File: src/sv/s256bc_pkg.sv
`timescale 1ns / 1ps
`default_nettype none
// ----------------------------------------------------------------------------
// s256bc_pkg: shared types, constants and functions
// Word types, the initial hash value, the round constant table and the
// SHA-256 sigma functions used by the block compressor.
// ----------------------------------------------------------------------------
package s256bc_pkg;

    localparam int BLOCK_BYTES = 64;
    localparam int POS_W       = $clog2(BLOCK_BYTES);
    localparam int WORD_W      = 32;
    localparam int BLK_WORDS   = BLOCK_BYTES / 4;
    localparam int BLK_BITS    = BLK_WORDS * WORD_W;
    localparam int HASH_WORDS  = 8;
    localparam int ROUNDS      = 64;
    localparam int RND_W       = $clog2(ROUNDS);
    localparam int IDX_W       = $clog2(HASH_WORDS);

    typedef logic [WORD_W-1:0]                 t_word;
    typedef logic [HASH_WORDS-1:0][WORD_W-1:0] t_state;
    typedef logic [BLK_BITS-1:0]               t_block;

    typedef struct packed {
        logic             shift_byte;
        logic             load;
        logic             round;
        logic [RND_W-1:0] rnd;
    } t_core_ctrl;

    localparam t_state INIT_HASH = {
        32'h5be0cd19, 32'h1f83d9ab, 32'h9b05688c, 32'h510e527f,
        32'ha54ff53a, 32'h3c6ef372, 32'hbb67ae85, 32'h6a09e667
    };

    function automatic t_word round_k(input logic [RND_W-1:0] idx);
        t_word k;
        unique case (idx)
            6'd0:  k = 32'h428a2f98;  6'd1:  k = 32'h71374491;
            6'd2:  k = 32'hb5c0fbcf;  6'd3:  k = 32'he9b5dba5;
            6'd4:  k = 32'h3956c25b;  6'd5:  k = 32'h59f111f1;
            6'd6:  k = 32'h923f82a4;  6'd7:  k = 32'hab1c5ed5;
            6'd8:  k = 32'hd807aa98;  6'd9:  k = 32'h12835b01;
            6'd10: k = 32'h243185be;  6'd11: k = 32'h550c7dc3;
            6'd12: k = 32'h72be5d74;  6'd13: k = 32'h80deb1fe;
            6'd14: k = 32'h9bdc06a7;  6'd15: k = 32'hc19bf174;
            6'd16: k = 32'he49b69c1;  6'd17: k = 32'hefbe4786;
            6'd18: k = 32'h0fc19dc6;  6'd19: k = 32'h240ca1cc;
            6'd20: k = 32'h2de92c6f;  6'd21: k = 32'h4a7484aa;
            6'd22: k = 32'h5cb0a9dc;  6'd23: k = 32'h76f988da;
            6'd24: k = 32'h983e5152;  6'd25: k = 32'ha831c66d;
            6'd26: k = 32'hb00327c8;  6'd27: k = 32'hbf597fc7;
            6'd28: k = 32'hc6e00bf3;  6'd29: k = 32'hd5a79147;
            6'd30: k = 32'h06ca6351;  6'd31: k = 32'h14292967;
            6'd32: k = 32'h27b70a85;  6'd33: k = 32'h2e1b2138;
            6'd34: k = 32'h4d2c6dfc;  6'd35: k = 32'h53380d13;
            6'd36: k = 32'h650a7354;  6'd37: k = 32'h766a0abb;
            6'd38: k = 32'h81c2c92e;  6'd39: k = 32'h92722c85;
            6'd40: k = 32'ha2bfe8a1;  6'd41: k = 32'ha81a664b;
            6'd42: k = 32'hc24b8b70;  6'd43: k = 32'hc76c51a3;
            6'd44: k = 32'hd192e819;  6'd45: k = 32'hd6990624;
            6'd46: k = 32'hf40e3585;  6'd47: k = 32'h106aa070;
            6'd48: k = 32'h19a4c116;  6'd49: k = 32'h1e376c08;
            6'd50: k = 32'h2748774c;  6'd51: k = 32'h34b0bcb5;
            6'd52: k = 32'h391c0cb3;  6'd53: k = 32'h4ed8aa4a;
            6'd54: k = 32'h5b9cca4f;  6'd55: k = 32'h682e6ff3;
            6'd56: k = 32'h748f82ee;  6'd57: k = 32'h78a5636f;
            6'd58: k = 32'h84c87814;  6'd59: k = 32'h8cc70208;
            6'd60: k = 32'h90befffa;  6'd61: k = 32'ha4506ceb;
            6'd62: k = 32'hbef9a3f7;  6'd63: k = 32'hc67178f2;
        endcase
        return k;
    endfunction

    function automatic t_word big_sigma0(input t_word x);
        return {x[1:0], x[31:2]} ^ {x[12:0], x[31:13]} ^ {x[21:0], x[31:22]};
    endfunction

    function automatic t_word big_sigma1(input t_word x);
        return {x[5:0], x[31:6]} ^ {x[10:0], x[31:11]} ^ {x[24:0], x[31:25]};
    endfunction

    function automatic t_word small_sigma0(input t_word x);
        return {x[6:0], x[31:7]} ^ {x[17:0], x[31:18]} ^ {3'b000, x[31:3]};
    endfunction

    function automatic t_word small_sigma1(input t_word x);
        return {x[16:0], x[31:17]} ^ {x[18:0], x[31:19]} ^ {10'b0, x[31:10]};
    endfunction

endpackage
`default_nettype wire

File: src/sv/s256bc_in_if.sv
`timescale 1ns / 1ps
`default_nettype none
// ----------------------------------------------------------------------------
// s256bc_in_if: message byte channel
// Valid/ready channel carrying one message byte and the restart flag per beat.
// ----------------------------------------------------------------------------
interface s256bc_in_if;
    logic       valid;
    logic       ready;
    logic [7:0] data_byte;
    logic       restart;

    modport source (output valid, output data_byte, output restart, input ready);
    modport sink   (input valid, input data_byte, input restart, output ready);
endinterface
`default_nettype wire

File: src/sv/s256bc_out_if.sv
`timescale 1ns / 1ps
`default_nettype none
// ----------------------------------------------------------------------------
// s256bc_out_if: hash word channel
// Valid/ready channel carrying one chaining-value word per beat.
// ----------------------------------------------------------------------------
interface s256bc_out_if;
    logic                                valid;
    logic                                ready;
    logic [31:0]                         hash_word;
    logic [s256bc_pkg::IDX_W-1:0]        word_index;
    logic                                last_word;

    modport source (output valid, output hash_word, output word_index,
                    output last_word, input ready);
    modport sink   (input valid, input hash_word, input word_index,
                    input last_word, output ready);
endinterface
`default_nettype wire

File: src/sv/s256bc_round.sv
`timescale 1ns / 1ps
`default_nettype none
// ----------------------------------------------------------------------------
// s256bc_round: block buffer, message schedule and round unit
// The 512-bit block register takes bytes by shifting and doubles as the
// 16-word schedule window; one round of the compression runs per cycle.
// ----------------------------------------------------------------------------
module s256bc_round (
    input  wire                      i_clk,
    input  wire s256bc_pkg::t_core_ctrl i_ctrl,
    input  wire  [7:0]               i_byte,
    input  wire s256bc_pkg::t_state  i_chain,
    output s256bc_pkg::t_state       o_vars
);

    localparam int W = s256bc_pkg::WORD_W;
    localparam int B = s256bc_pkg::BLK_BITS;

    s256bc_pkg::t_block r_blk;
    s256bc_pkg::t_state r_v;

    s256bc_pkg::t_word w0, w1, w9, w14, w_new;
    s256bc_pkg::t_word t1, t2, ch, maj;

    // window slot k holds w[t+k]; slot 0 is the top word
    assign w0  = r_blk[B-1      -: W];
    assign w1  = r_blk[B-1-W    -: W];
    assign w9  = r_blk[B-1-9*W  -: W];
    assign w14 = r_blk[B-1-14*W -: W];

    assign w_new = w0 + s256bc_pkg::small_sigma0(w1) + w9 + s256bc_pkg::small_sigma1(w14);

    assign ch  = (r_v[4] & r_v[5]) ^ (~r_v[4] & r_v[6]);
    assign maj = (r_v[0] & r_v[1]) ^ (r_v[0] & r_v[2]) ^ (r_v[1] & r_v[2]);
    assign t1  = r_v[7] + s256bc_pkg::big_sigma1(r_v[4]) + ch
               + s256bc_pkg::round_k(i_ctrl.rnd) + w0;
    assign t2  = s256bc_pkg::big_sigma0(r_v[0]) + maj;

    always_ff @(posedge i_clk) begin
        priority if (i_ctrl.shift_byte) begin
            r_blk <= {r_blk[B-9:0], i_byte};
        end else if (i_ctrl.round) begin
            r_blk <= {r_blk[B-W-1:0], w_new};
        end else begin
            r_blk <= r_blk;
        end
    end

    always_ff @(posedge i_clk) begin
        priority if (i_ctrl.load) begin
            r_v <= i_chain;
        end else if (i_ctrl.round) begin
            r_v[7] <= r_v[6];
            r_v[6] <= r_v[5];
            r_v[5] <= r_v[4];
            r_v[4] <= r_v[3] + t1;
            r_v[3] <= r_v[2];
            r_v[2] <= r_v[1];
            r_v[1] <= r_v[0];
            r_v[0] <= t1 + t2;
        end else begin
            r_v <= r_v;
        end
    end

    assign o_vars = r_v;

endmodule
`default_nettype wire

File: src/sv/sha256_block_compress_top.sv
`timescale 1ns / 1ps
`default_nettype none
// Sequence: the byte that completes a block is followed by the 64 rounds,
//   a feed-forward step into the chaining value, then eight output beats.
// Throughput: one byte per cycle while filling; no new byte is accepted while
//   the rounds run or the hash words are streamed out.
// Reset: synchronous active-low; loads the initial hash, clears the byte
//   position and returns the sequencer to idle. Buffer contents are not reset.
// ----------------------------------------------------------------------------
// sha256_block_compress_top: SHA-256 block absorber and compressor
// Packs message bytes into a 64-byte block, runs the 64-round compression on
// a shared round unit and streams out the updated eight-word chaining value.
// ----------------------------------------------------------------------------
module sha256_block_compress_top (
    input  wire               i_clk,
    input  wire               i_rst_n,
    s256bc_in_if.sink         i_byte_ch,
    s256bc_out_if.source      o_hash_ch
);

    localparam logic [1:0] ST_IDLE  = 2'd0;
    localparam logic [1:0] ST_ROUND = 2'd1;
    localparam logic [1:0] ST_FINAL = 2'd2;
    localparam logic [1:0] ST_OUT   = 2'd3;

    localparam int POS_W = s256bc_pkg::POS_W;
    localparam int RND_W = s256bc_pkg::RND_W;
    localparam int IDX_W = s256bc_pkg::IDX_W;

    localparam logic [POS_W-1:0] POS_LAST = POS_W'(s256bc_pkg::BLOCK_BYTES - 1);
    localparam logic [RND_W-1:0] RND_LAST = RND_W'(s256bc_pkg::ROUNDS - 1);
    localparam logic [IDX_W-1:0] IDX_LAST = IDX_W'(s256bc_pkg::HASH_WORDS - 1);

    logic [1:0]         r_state, n_state;
    logic [POS_W-1:0]   r_pos, n_pos;
    logic [RND_W-1:0]   r_rnd, n_rnd;
    logic [IDX_W-1:0]   r_idx, n_idx;
    s256bc_pkg::t_state r_chain;

    logic               in_beat, out_beat, blk_done;
    logic [POS_W-1:0]   pos_eff;
    s256bc_pkg::t_state vars;
    s256bc_pkg::t_core_ctrl ctrl;

    assign i_byte_ch.ready = (r_state == ST_IDLE);
    assign in_beat         = i_byte_ch.valid && i_byte_ch.ready;
    assign out_beat        = o_hash_ch.valid && o_hash_ch.ready;
    assign pos_eff         = i_byte_ch.restart ? '0 : r_pos;
    assign blk_done        = in_beat && (pos_eff == POS_LAST);

    assign ctrl.shift_byte = in_beat;
    assign ctrl.load       = blk_done;
    assign ctrl.round      = (r_state == ST_ROUND);
    assign ctrl.rnd        = r_rnd;

    s256bc_round u_round (
        .i_clk   (i_clk),
        .i_ctrl  (ctrl),
        .i_byte  (i_byte_ch.data_byte),
        .i_chain (r_chain),
        .o_vars  (vars)
    );

    always_comb begin
        n_state = r_state;
        n_pos   = r_pos;
        n_rnd   = r_rnd;
        n_idx   = r_idx;
        unique case (r_state)
            ST_IDLE: begin
                if (in_beat) begin
                    n_pos = pos_eff + 1'b1;
                    n_rnd = '0;
                    if (blk_done) begin
                        n_state = ST_ROUND;
                    end
                end
            end
            ST_ROUND: begin
                n_rnd = r_rnd + 1'b1;
                if (r_rnd == RND_LAST) begin
                    n_state = ST_FINAL;
                end
            end
            ST_FINAL: begin
                n_idx   = '0;
                n_state = ST_OUT;
            end
            ST_OUT: begin
                if (out_beat) begin
                    n_idx = r_idx + 1'b1;
                    if (r_idx == IDX_LAST) begin
                        n_state = ST_IDLE;
                    end
                end
            end
        endcase
    end

    always_ff @(posedge i_clk) begin
        if (!i_rst_n) begin
            r_state <= ST_IDLE;
            r_pos   <= '0;
            r_rnd   <= '0;
            r_idx   <= '0;
        end else begin
            r_state <= n_state;
            r_pos   <= n_pos;
            r_rnd   <= n_rnd;
            r_idx   <= n_idx;
        end
    end

    always_ff @(posedge i_clk) begin
        if (!i_rst_n) begin
            r_chain <= s256bc_pkg::INIT_HASH;
        end else if (in_beat && i_byte_ch.restart) begin
            r_chain <= s256bc_pkg::INIT_HASH;
        end else if (r_state == ST_FINAL) begin
            for (int k = 0; k < s256bc_pkg::HASH_WORDS; k++) begin
                r_chain[k] <= r_chain[k] + vars[k];
            end
        end
    end

    assign o_hash_ch.valid      = (r_state == ST_OUT);
    assign o_hash_ch.hash_word  = r_chain[r_idx];
    assign o_hash_ch.word_index = r_idx;
    assign o_hash_ch.last_word  = (r_idx == IDX_LAST);

`ifndef SYNTH
    a_no_overlap: assert property (@(posedge i_clk) disable iff (!i_rst_n)
        !(i_byte_ch.ready && o_hash_ch.valid))
        else $error("input ready while output beat pending");

    a_block_starts: assert property (@(posedge i_clk) disable iff (!i_rst_n)
        blk_done |=> (r_state == ST_ROUND) && (r_rnd == '0))
        else $error("completed block did not start rounds at round zero");

    a_rounds_end: assert property (@(posedge i_clk) disable iff (!i_rst_n)
        (r_state == ST_ROUND) && (r_rnd == RND_LAST) |=> (r_state == ST_FINAL))
        else $error("round sequence did not end after last round");

    a_last_beat_idle: assert property (@(posedge i_clk) disable iff (!i_rst_n)
        out_beat && o_hash_ch.last_word |=> (r_state == ST_IDLE) && i_byte_ch.ready)
        else $error("not idle after last hash word");

    a_final_to_first: assert property (@(posedge i_clk) disable iff (!i_rst_n)
        (r_state == ST_FINAL) |=> o_hash_ch.valid && (o_hash_ch.word_index == '0))
        else $error("output run did not start at word zero");
`endif

endmodule
`default_nettype wire
File: src/flat_wrapper.sv
// flat-port wrapper written by rule: the top's interface ports become plain ports
module sha256_block_compress_top_flat 
  (i_clk, i_rst_n, i_byte_ch_valid, i_byte_ch_data_byte, i_byte_ch_restart, i_byte_ch_ready, o_hash_ch_valid, o_hash_ch_hash_word, o_hash_ch_word_index, o_hash_ch_last_word, o_hash_ch_ready);
  s256bc_in_if i_byte_ch_i ();
  s256bc_out_if o_hash_ch_i ();
  input  wire i_clk;
  input  wire i_rst_n;
  input wire logic [$bits(i_byte_ch_i.valid)-1:0] i_byte_ch_valid;
  input wire logic [$bits(i_byte_ch_i.data_byte)-1:0] i_byte_ch_data_byte;
  input wire logic [$bits(i_byte_ch_i.restart)-1:0] i_byte_ch_restart;
  output wire logic [$bits(i_byte_ch_i.ready)-1:0] i_byte_ch_ready;
  output wire logic [$bits(o_hash_ch_i.valid)-1:0] o_hash_ch_valid;
  output wire logic [$bits(o_hash_ch_i.hash_word)-1:0] o_hash_ch_hash_word;
  output wire logic [$bits(o_hash_ch_i.word_index)-1:0] o_hash_ch_word_index;
  output wire logic [$bits(o_hash_ch_i.last_word)-1:0] o_hash_ch_last_word;
  input wire logic [$bits(o_hash_ch_i.ready)-1:0] o_hash_ch_ready;
  assign i_byte_ch_i.valid = i_byte_ch_valid;
  assign i_byte_ch_i.data_byte = i_byte_ch_data_byte;
  assign i_byte_ch_i.restart = i_byte_ch_restart;
  assign i_byte_ch_ready = i_byte_ch_i.ready;
  assign o_hash_ch_valid = o_hash_ch_i.valid;
  assign o_hash_ch_hash_word = o_hash_ch_i.hash_word;
  assign o_hash_ch_word_index = o_hash_ch_i.word_index;
  assign o_hash_ch_last_word = o_hash_ch_i.last_word;
  assign o_hash_ch_i.ready = o_hash_ch_ready;
  sha256_block_compress_top u_core (.i_clk(i_clk), .i_rst_n(i_rst_n), .i_byte_ch(i_byte_ch_i), .o_hash_ch(o_hash_ch_i));
endmodule
File: config.mk
export PLATFORM = sky130hd
export DESIGN_NAME = sha256_block_compress_top_flat
export DESIGN_NICKNAME = d
export VERILOG_FILES = /design/src/sv/s256bc_pkg.sv /design/src/sv/s256bc_in_if.sv /design/src/sv/s256bc_out_if.sv /design/src/sv/s256bc_round.sv /design/src/sv/sha256_block_compress_top.sv /design/src/flat_wrapper.sv
export SDC_FILE = /design/constraint.sdc
export NUM_CORES = 2
export LEC_CHECK = 0
export BUFFER_PORTS_ARGS = -buffer_cell sky130_fd_sc_hd__buf_2
export CAP_MARGIN = 0
export CORE_UTILIZATION = 70
export DETAILED_ROUTE_END_ITERATION = 16
export PLACE_DENSITY = 0.87
export SETUP_SLACK_MARGIN = 0.2
export SLEW_MARGIN = 20
export SYNTH_ARGS = -nofsm -noshare
export SYNTH_HDL_FRONTEND = slang
export SYNTH_SLANG_ARGS = --single-unit
File: constraint.sdc
create_clock -name i_clk -period 49.2 [get_ports i_clk]
set_clock_uncertainty 0.2 [all_clocks]
set_input_delay 14.76 -clock i_clk [delete_from_list [all_inputs] [get_ports i_clk]]
set_output_delay 14.76 -clock i_clk [all_outputs]
set_load 0.05 [all_outputs]
== Word-level counts from Yosys, hierarchy flattened ==
Memory sizes are Yosys's and may differ from the RTL's. A register that Yosys moved wholly into a read port is not among the register bits.
Index checks and enable logic that the tools add are counted.

* Add/sub/neg operators: 21
* Order comparisons: 1
* Eq/ne operators: 11
* Multiplexer cells: 19
* Bitwise logic cells: 18
* Reductions and logical operators: 14

{| class="wikitable"
|+ Operators by type and width
! operator !! count
|-
| $mux W512 || 2
|-
| $add A32 B32 Y32 || 18
|-
| $mux W256 || 2
|-
| $xor A32 B32 Y32 || 9
|-
| $and A32 B32 Y32 || 5
|-
| $bmux W32 S3 || 1
|-
| $mux W32 || 1
|-
| $not A32 Y32 || 1
|-
| $xor A32 B22 Y32 || 1
|-
| $xor A32 B29 Y32 || 1
|-
| $mux W6 || 4
|-
| $add A6 B1 Y6 const B || 2
|-
| $eq A6 B6 Y1 const B || 2
|-
| $pmux W6 S2 || 1
|-
| $mux W2 || 5
|-
| $ne A2 B2 Y1 const B || 5
|-
| $pmux W2 S4 || 1
|-
| $reduce_bool A2 Y1 || 4
|-
| $pmux W3 S2 || 1
|-
| $reduce_and A2 Y1 || 3
|-
| $reduce_and A5 Y1 || 1
|-
| $eq A2 B2 Y1 const B || 2
|-
| $logic_and A1 B1 Y1 || 4
|-
| $lt A3 B4 Y1 const B || 1
|-
| other kinds (7) || 7
|}

* Register bits: 1041
* ROM bits: 2048
* Input bits: 13
* Output and inout port bits: 38
* Memories kept: 1

{| class="wikitable"
|+ Memory list
! name !! words !! bits a word !! rd ports !! clocked after memory_dff !! wr ports !! line !! source
|-
| (name not given) || 64 || 32 || 1 || 1 || 0 || s256bc_pkg.sv:38 || <nowiki>unique case (idx)</nowiki>
|}

== Logic depth before layout (Yosys ltp) ==
* Word-level depth: 9
* Mapped depth: 35
* Depth with buffers taken out: 35

== Cells and area by module ==
A second synthesis with hierarchy kept.

* Cells, all modules: 6658
* Area total of the unflattened synthesis: 71389.7 um^2

{| class="wikitable"
|+ Modules (own cells, without submodules)
! module !! instances !! cells each !! area an instance (um^2) !! sequential area each (um^2)
|-
| s256bc_round || 1 || 3909 || 48446.5 || 23062.1
|-
| sha256_block_compress_top || 1 || 2749 || 22943.3 || 5465.2
|}

== Least setup slack after synthesis ==
Ideal clock, no wire load.

* Path kind: input to register
* From: input port i_byte_ch_valid
* To: register u_core.u_round.r_blk[0] (enable)
* Library setup time: 3.644 ns
* Data arrival time: 23.995 ns
* Path slack: 21.361 ns
* Stages: 5
* Path through: nand2_1 > clkbuf_1 > clkbuf_1 > buf_1 > nand2_1

* Cells in the longest elaborated chain, start to end: 2

{| class="wikitable"
|+ Ends and longest elaborated chain
! what !! line !! source
|-
| start, declared || flat_wrapper.sv:8 || <nowiki>input wire logic [$bits(i_byte_ch_i.valid)-1:0] i_byte_ch_valid;</nowiki>
|-
| $logic_and A1 B1 Y1 || sha256_block_compress_top.sv:46 || <nowiki>assign in_beat = i_byte_ch.valid && i_byte_ch.ready;</nowiki>
|-
| $reduce_bool A2 Y1 (no line) || n/a ||
|-
| end signal, assigned || s256bc_round.sv:41 || <nowiki>r_blk <= {r_blk[B-9:0], i_byte};</nowiki>
|-
| end signal, assigned || s256bc_round.sv:43 || <nowiki>r_blk <= {r_blk[B-W-1:0], w_new};</nowiki>
|-
| end signal, assigned || s256bc_round.sv:45 || <nowiki>r_blk <= r_blk;</nowiki>
|-
| end, declared || s256bc_round.sv:19 || <nowiki>s256bc_pkg::t_block r_blk;</nowiki>
|}

No other way between the ends.
A chain may end at the register's enable or synchronous reset.

== Worst setup path after layout ==
* From: register u_core.r_idx[0] (netlist: u_core.o_hash_ch.word_index[0])
* To: output port o_hash_ch_hash_word[1]

* Cells in the longest elaborated chain, start to end: 2

{| class="wikitable"
|+ Ends and longest elaborated chain
! what !! line !! source
|-
| start, declared || sha256_block_compress_top.sv:37 || <nowiki>logic [IDX_W-1:0] r_idx, n_idx;</nowiki>
|-
| start signal, assigned || sha256_block_compress_top.sv:110 || <nowiki>r_idx <= n_idx;</nowiki>
|-
| $bmux W32 S3 || sha256_block_compress_top.sv:127 || <nowiki>assign o_hash_ch.hash_word = r_chain[r_idx];</nowiki>
|-
| $mux W32 (implied by the code) || sha256_block_compress_top.sv:127 ||
|-
| end, declared || flat_wrapper.sv:13 || <nowiki>output wire logic [$bits(o_hash_ch_i.hash_word)-1:0] o_hash_ch_hash_word;</nowiki>
|}

No other way between the ends. The select of a mux whose other input is x is not followed.

==> impl_metrics.py <==
metrics = {
    "run_status": {
        "status": "complete, no violations",
    },
    "global_routing": {
        "grt_overflow": 0,
        "grt_pass1_wl_um": 328000,
        "grtUsageTotal": 0.409,
        "grt_max_degree": 209,
        "grt_pass1_vias": 57400,
        "grt_antenna_before_repair": 1,
    },
    "timing": {
        "finalMaxSlewViolations": 0,
        "setup_viol": 0,
        "max_clock_freq_ghz": 0.0529,
        "min_period_ns": 18.91,
        "tns_ns": 0,
        "relSlewSlack": 0.242,
        "worst_pin_slew_ns": 1.14,
        "timing.final.crit_share": 0.384,
        "rsz0062_at_grt": "false",
        "hold_viol": 0,
    },
    "clock_network": {
        "h-tree-depth": 3,
        "cts-resized-gates": 0,
        "cts_buffers": 113,
        "cts.sinks": 1073,
        "holdBufCountCts": 0,
        "path_clk_slew_ns": 0.06,
        "cts_max_path_buffers": 3,
        "clk_latency_ns": 0.75,
        "cts_tree": "done",
        "postCtsSetupRepairBufs": 0,
        "cts_root_buffer": "clkbuf_16",
    },
    "cells_and_area": {
        "multi_input_area_um2": 39700,
        "drive_gt1_frac": 0.0611,
        "area_delta_synth_final_pct": 6.87,
        "fillers": 6920,
        "regArea_um2": 29200,
        "layout.nets": 8457,
    },
    "setup_path": {
        "cp-end-kind": "output port",
        "worstPathMaxFanout": 39,
        "cp_data_required_time_ns": 34.24,
        "crit_type": "flop to output port",
        "worst_ep_arrival_time_ns": 3.95,
        "crit_path_start_kind": "flop",
    },
    "yosys": {
        "netlist_area_um2": 71900,
        "ys.flop_type": "edfxtp_1",
        "ys_types": 99,
        "yosys-top-cells-area": "edfxtp_1, nand2_1, dfxtp_1",
        "synth-seq-area-share": 0.406,
        "synth_common_cells": "nand2_1, edfxtp_1, a21oi_1",
        "postSynthAreaPerCell_um2": 8.90,
        "yosys_warnings": 0,
        "async_reset_ff_frac": 0,
        "synth_area_leader_cell": "edfxtp_1",
        "synth_edf_count": 768,
        "syn-num-nets": 8682,
        "synth_top_area_frac": 0.321,
        "ys_ff_latch": 1073,
        "syn_inst": 8078,
        "yosysMostFrequentCell": "nand2_1",
    },
    "die": {
        "die_x_um": 322,
        "start_util": 0.707,
        "die_h_um": 322,
        "pin_count": 51,
        "dieArea_um2": 104000,
        "rows": 117,
        "fp.coreArea_um2": 102000,
    },
    "drt": {
        "wire_per_inst_um": 23.0,
        "routed_via_density": 6.48,
        "drc_errors": 0,
        "drt-pass1-iter-count": 6,
        "drt_iter0_drc": 8647,
        "vias": 60400,
        "antenna_left": 0,
        "finalWirelength_um": 215000,
    },
    "placed_design": {
        "gp_congestion": 1.01,
        "hpwl_um": 150000,
        "io_buffers": 50,
    },
    "job": {
        "drv_cap": 0,
    },
    "hold_path": {
        "hold_path_class": "flop to flop",
    },
}
final timing paths:
| kind | startpoint | to | slack, ns | cells past startpoint |
|---|---|---|---|---|
| setup / recovery | u_core.o_hash_ch.word_index[0]$_SDFFE_PN0P_ | o_hash_ch_hash_word[1] | 30.29 | 5 |
| hold / removal | u_core.r_pos[1]$_SDFFE_PN0P_ | u_core.r_pos[1]$_SDFFE_PN0P_ | 0.27 | 2 |
| setup reg to reg | u_core.u_round.r_blk[482]$_DFFE_PP_ | u_core.u_round.o_vars[31]$_DFFE_PP_ | 40.23 | 32 |
| hold reg to reg | u_core.r_pos[1]$_SDFFE_PN0P_ | u_core.r_pos[1]$_SDFFE_PN0P_ | 0.27 | 2 |
kinds of logic (layout without fill, tap and decap cells):
kind of cell | Yosys count | count (layout) | share of synthesized area
compound gates | 1593 | 1593 | 0.137
mux | 204 | 204 | 0.0406
simple gates | 3220 | 3220 | 0.180
other cells | 0 | 2 | 0
buf+inv | 826 | 701 | 0.0432
flops | 1073 | 1073 | 0.406
fa+ha+maj | 595 | 595 | 0.124
xor+xnor | 567 | 567 | 0.0694
flip-flops by register name, indices dropped and copies added, names as in the netlist, named ones only:
name,cells
u_core.o_hash_ch.word_index,3
u_core.r_chain,256
u_core.r_pos,6
u_core.r_rnd,6
u_core.r_state,2
u_core.u_round.o_vars,256
u_core.u_round.r_blk,512
placed cells by master (no fill, tap or decap), drive strengths merged, types with 76 or more instances in the layout:
| cell type | synthesis | final |
|---|---|---|
| nand2 | 2397 | 2397 |
| edfxtp | 768 | 768 |
| a21oi | 505 | 505 |
| o21ai | 466 | 466 |
| nor2 | 422 | 422 |
| xnor2 | 400 | 400 |
| ha | 396 | 396 |
| inv | 373 | 376 |
| dfxtp | 305 | 305 |
| fa | 195 | 195 |
| a21o | 179 | 179 |
| xor2 | 166 | 166 |
| clkbuf | 412 | 137 |
| buf | 40 | 112 |
| mux2i | 78 | 78 |
| nand3 | 76 | 76 |
per-stage QoR:
step                 util  hold WS (ns)  instance area (µm²)  setup WS [ns]  cells
floorplan               -         0.240                71900          21.36   8078
global placement    0.715         0.264                72800          29.84   9106
detailed placement  0.715         0.265                72800          29.74   9106
CTS                 0.755         0.275                76800          30.27   9321
global route        0.755         0.304                76800          30.17   9321
finish              0.755         0.273                76800          30.29   9323
critical path, cell delays in order (launching register included):
cell and delay (ns):
dfxtp_4 0.33, buf_4 0.63, buf_4 0.71, mux4_2 0.60, o21ai_0 0.42, buf_2 0.38
cell type report:
| class | instances | share of cell area |
|---|---|---|
| clock inverter | 78 | 0.0140 |
| tap | 1368 | 0.0223 |
| inverter | 374 | 0.0183 |
| antenna | 2 | 0.0000651 |
| sequential | 1073 | 0.380 |
| clock buffer | 137 | 0.0389 |
| multi-input combinational | 6179 | 0.517 |
| timing repair buffer | 112 | 0.00964 |
layer usage:
layer	up-vias	global-route usage	part of all wire
met5	-	0	0
met4	0	0.181	0.048
met3	692	0.0951	0.13
met2	3694	0.611	0.44
met1	28900	0.569	0.39
li1	27100	-	-
Power is not shown: default switching activity piles up to over one toggle a cycle in this logic, so the estimate is an artifact.
